File: src/rtl/core/tcb_pkg.sv
// Package: shared constants, codes and control types of the text console buffer.
package tcb_pkg;

    localparam int MAX_COLUMNS = 128;
    localparam int MAX_ROWS    = 32;
    localparam int COL_W       = $clog2(MAX_COLUMNS);
    localparam int ROW_W       = $clog2(MAX_ROWS);
    localparam int NCOL_W      = COL_W + 1;
    localparam int NROW_W      = ROW_W + 1;
    localparam int ADDR_W      = COL_W + ROW_W;
    localparam int DEPTH       = MAX_COLUMNS * MAX_ROWS;
    localparam int KIND_W      = 2;
    localparam int CODE_W      = 8;
    localparam int CELL_W      = 7;
    localparam int BLINK_W     = 8;
    localparam int PADDR_W     = 4;
    localparam int PDATA_W     = 32;

    localparam logic [CODE_W-1:0]  CHAR_NEWLINE = 8'd10;
    localparam logic [CODE_W-1:0]  CHAR_FIRST   = 8'd32;
    localparam logic [CODE_W-1:0]  CHAR_LAST    = 8'd127;
    localparam logic [CELL_W-1:0]  CHAR_CURSOR  = 7'd95;
    localparam logic [NCOL_W-1:0]  RST_COLUMNS  = 8'd40;
    localparam logic [NROW_W-1:0]  RST_ROWS     = 6'd20;
    localparam logic [BLINK_W-1:0] RST_BLINK    = 8'd10;

    typedef enum logic [KIND_W-1:0] {
        KIND_PRINT = 2'd0,
        KIND_CLEAR = 2'd1,
        KIND_READ  = 2'd2,
        KIND_TICK  = 2'd3
    } kind_t;

    typedef enum logic [1:0] {
        REG_COLUMNS    = 2'd0,
        REG_ROWS       = 2'd1,
        REG_CURSOR_EN  = 2'd2,
        REG_BLINK_RATE = 2'd3
    } reg_idx_t;

    typedef enum logic [1:0] {
        CELL_ZERO   = 2'd0,
        CELL_CURSOR = 2'd1,
        CELL_MEM    = 2'd2
    } cell_mode_t;

    typedef struct packed {
        logic take;
        logic load;
        logic busy;
    } ctrl_cmd_t;

endpackage

File: src/rtl/core/tcb_ctrl.sv
// Controller: command acceptance, result slot and output valid state.
module tcb_ctrl (
    input  logic                clk,
    input  logic                rst_n,
    input  logic                in_valid,
    output logic                in_ready,
    output logic                out_valid,
    input  logic                out_ready,
    output tcb_pkg::ctrl_cmd_t  ctl
);
    import tcb_pkg::*;

    typedef enum logic [1:0] {
        ST_IDLE = 2'b01,
        ST_BUSY = 2'b10
    } state_t;

    state_t state_reg;
    state_t state_next;
    logic   out_valid_reg;
    logic   out_valid_next;
    logic   out_free;
    logic   take;
    logic   load;

    assign out_free = !out_valid_reg || out_ready;
    assign load     = (state_reg == ST_BUSY) && out_free;
    assign in_ready = (state_reg == ST_IDLE) || load;
    assign take     = in_valid && in_ready;

    always_comb
    begin
        state_next = state_reg;
        case (state_reg)
            ST_IDLE:
            begin
                if (take)
                    state_next = ST_BUSY;
            end
            ST_BUSY:
            begin
                if (take)
                    state_next = ST_BUSY;
                else if (load)
                    state_next = ST_IDLE;
            end
            default: state_next = ST_IDLE;
        endcase
    end

    always_comb
    begin
        out_valid_next = out_valid_reg;
        if (load)
            out_valid_next = 1'b1;
        else if (out_ready)
            out_valid_next = 1'b0;
    end

    always_ff @(posedge clk or negedge rst_n)
    begin
        if (!rst_n)
        begin
            state_reg     <= ST_IDLE;
            out_valid_reg <= 1'b0;
        end
        else
        begin
            state_reg     <= state_next;
            out_valid_reg <= out_valid_next;
        end
    end

    assign out_valid = out_valid_reg;
    assign ctl.take  = take;
    assign ctl.load  = load;
    assign ctl.busy  = (state_reg == ST_BUSY);

endmodule

File: config.mk
export PLATFORM = sky130hd
export DESIGN_NAME = tcb_ctrl
export DESIGN_NICKNAME = d
export VERILOG_FILES = /design/src/rtl/core/tcb_pkg.sv /design/src/rtl/core/tcb_ctrl.sv
export SDC_FILE = /design/constraint.sdc
export NUM_CORES = 1
export LEC_CHECK = 0
export ABC_AREA = 0
export CORE_AREA = 5 5 42 44
export DETAILED_ROUTE_END_ITERATION = 6
export DIE_AREA = 0 0 47 49
export DONT_BUFFER_PORTS = 1
export SYNTH_ARGS = -nofsm -noshare
export SYNTH_HDL_FRONTEND = slang
export SYNTH_SLANG_ARGS = --single-unit
export TNS_END_PERCENT = 1
File: constraint.sdc
create_clock -name clk -period 2.3 [get_ports clk]
set_input_delay 0.23 -clock clk [delete_from_list [all_inputs] [get_ports clk]]
set_output_delay 0.23 -clock clk [all_outputs]
set_load 0.02 [all_outputs]
==> metrics.csv <==
metric,value,unit
status,finished clean,
post_cts_resized,0,
detail-route-antenna-nets,0,
grt_max_degree,7,
dp_cells,37,
routabilityCongestion,0.652,
worst_pin_slew,0.374,ns
coreArea,0.00140,mm2
setup_viol,0,
ir_drop,409,uV
wl_per_cell,10.7,um
synth.avg_cell_area,9.79,um2
critPathLaunch,state_reg[0]$_DFFE_PN1P_,
netlist_area,225,um2
grt_pass1_vias,189,
synth.area.mux_share,0,%
fillers,170,
finalHoldViolCount,0,
synth_top_area_share,22.2,%
placementRows,14,
synth.net_count,29,
finalCritPeriodShare,83.1,%
synth-xor-area-share,0,%
grt_setup_unrepaired,no,
cts.sinks,3,
critical_path.endpoint,ctl[2],
drc,0,
clock_path_buffers,2,
die_w,47,um
grt_pass1_wl,759,um
setup_tns,0,ns
fin_area,267,um2
r2r_start,state_reg[0]$_DFFE_PN1P_,
r2r_cells,4,
slew_headroom,75.0,%
reg2reg_setup_slack,0.82,ns
place_area,230,um2
vias_per_cell,3.93,
cts_tree,done,
yosys_warnings,0,
power.total,402,uW
drt_pass1_iterations,2,
synth-async-reset-ratio,100,%
fin_worst_skew,0.00106,ns
largest_register_ffs,2,
root_buffer,clkbuf_4,
wirelength,450,um
period_minus_slack,1.91,ns
clkLatencyLatePin,0.23,ns
path_class,flop to output port,
hold_path.class,input pin to flop,
synth_most_common_cell,inv_1,
first_iter_violations,1,
synthAdderAreaFrac,11.1,%
ys_types,17,
io_pins,9,
port_buffers,0,
fin_cells,42,
die_h,49,um
drv_cap,0,
synth_top_family_by_area,compound AO/OA/AOI/OAI gates,
leakage,0.133,nW
insertedDiodeCount,0,
cp-start-kind,flop,
vias,165,
worst_ep_arrival_time,1.68,ns
start_util,16.1,%
ys_top_cells_by_area,"dfrtp_1, dfstp_2, ha_1",
antenna_found_initial,0,
dpl.hpwl,341,um
synth_flop_cell,dfrtp_1,
syn_to_final_growth,18.3,%
synth_edf_count,0,
critPathCaptureType,output port,
drive_above_1_share,26.9,%
yosysTopAreaCell,dfrtp_1,
synth_compound_area_share,21.1,%
fin_util,19.0,%
worstPathRequired,2.07,ns
worstPathMaxFanout,6,
ys_seq_elements,3,
r2r-end,state_reg[0]$_DFFE_PN1P_,
power.density,1510,mW/mm2
max_clock_freq,523,MHz
die_area,0.00230,mm2
cts_made_buffers,3,
grt_usage,4.80,%
layout.nets,33,
yosysSeqAreaShare,33.9,%
grt_overflow,0,
cts_setup_buffers,0,
path_clk_slew,0.04,ns
cts.htree.levels,1,
maxSlewViolCount,0,
syn_inst,23,
synth.cells.most_frequent,"inv_1, buf_4, dfrtp_1, ha_1",
synth-simple-area-share,20.6,%
## critical path: stages (launching register included)
cell	delay, ns
dfstp_2	0.54
inv_1	0.04
ha_1	0.33
a21o_2	0.30
and2_1	0.24
## logic make-up after synthesis
group / Yosys count
AO/OA/AOI/OAI: 6
buffers and inverters: 6
AND/OR/NAND/NOR: 6
flip-flops: 3
adder cells (fa/ha/maj): 2
## cells in the final DEF (no fill, tap or decap)
master and count:
a21o_2 1, a21oi_1 1, a22o_1 1, a2bb2oi_1 1, a31oi_1 1, a32o_1 1
and2_1 1, and2_2 1, clkbuf_1 1, clkbuf_4 3, dfrtp_1 2, dfstp_2 1
dlygate4sd3_1 1, ha_1 2, inv_1 4, nand2b_4 1, nor2_1 1, nor3b_1 1
or2b_1 1
## how the worst min path moves through the flow
stage                        start                       end  slack, ns  depth (start not counted)
final                     in_valid  state_reg[0]$_DFFE_PN1P_       0.06                          1
after detailed placement     rst_n  state_reg[1]$_DFFE_PN0P_      -0.07                          0
after global placement       rst_n  state_reg[1]$_DFFE_PN0P_      -0.07                          0
after CTS                 in_valid  state_reg[0]$_DFFE_PN1P_       0.05                          1
after floorplan              rst_n     out_valid$_DFFE_PN0P_      -0.07                          0
after global routing      in_valid  state_reg[0]$_DFFE_PN1P_       0.06                          1
## final cells by class
cell class	count	area, um2	area share [%]
Multi-Input combinational cell	14	119	44.6
Clock buffer	4	26.3	9.86
Tap cell	16	20.0	7.51
Timing Repair Buffer	1	10.0	3.76
Sequential cell	3	76.3	28.6
Inverter	4	15.0	5.63
## per-stage QoR
step,worst slack (ns),hold slack (ns)
after detailed placement,0.630,-0.0655
final,0.389,0.0584
after CTS,0.374,0.0503
after global placement,0.639,-0.0655
after global routing,0.320,0.0621
after floorplan,0.626,-0.0656
## power by group
group / switching [mW] / internal, mW
registers: 0.0380 / 0.0833
logic: 0.107 / 0.0816
clock network: 0.0268 / 0.0650
## layer usage
layer  wire [um]  GRT usage (%)  part of all wire [%]  up-vias
met5           0              0                     0        -
met4           0           4.15                     0        0
met2         188           6.33                    42        7
met1         201           5.09                    45       75
met3          60           2.95                    13        0
li1            -              -                     -       83
## what timing repair did
| action | 4_1_cts | 5_1_grt |
|---|---|---|
| hold buffers | 1 | 0 |
| endpoints found under the setup margin | 0 | 0 |
| hold endpoints to repair | 3 | 0 |
(Power assumes the default switching activity.)
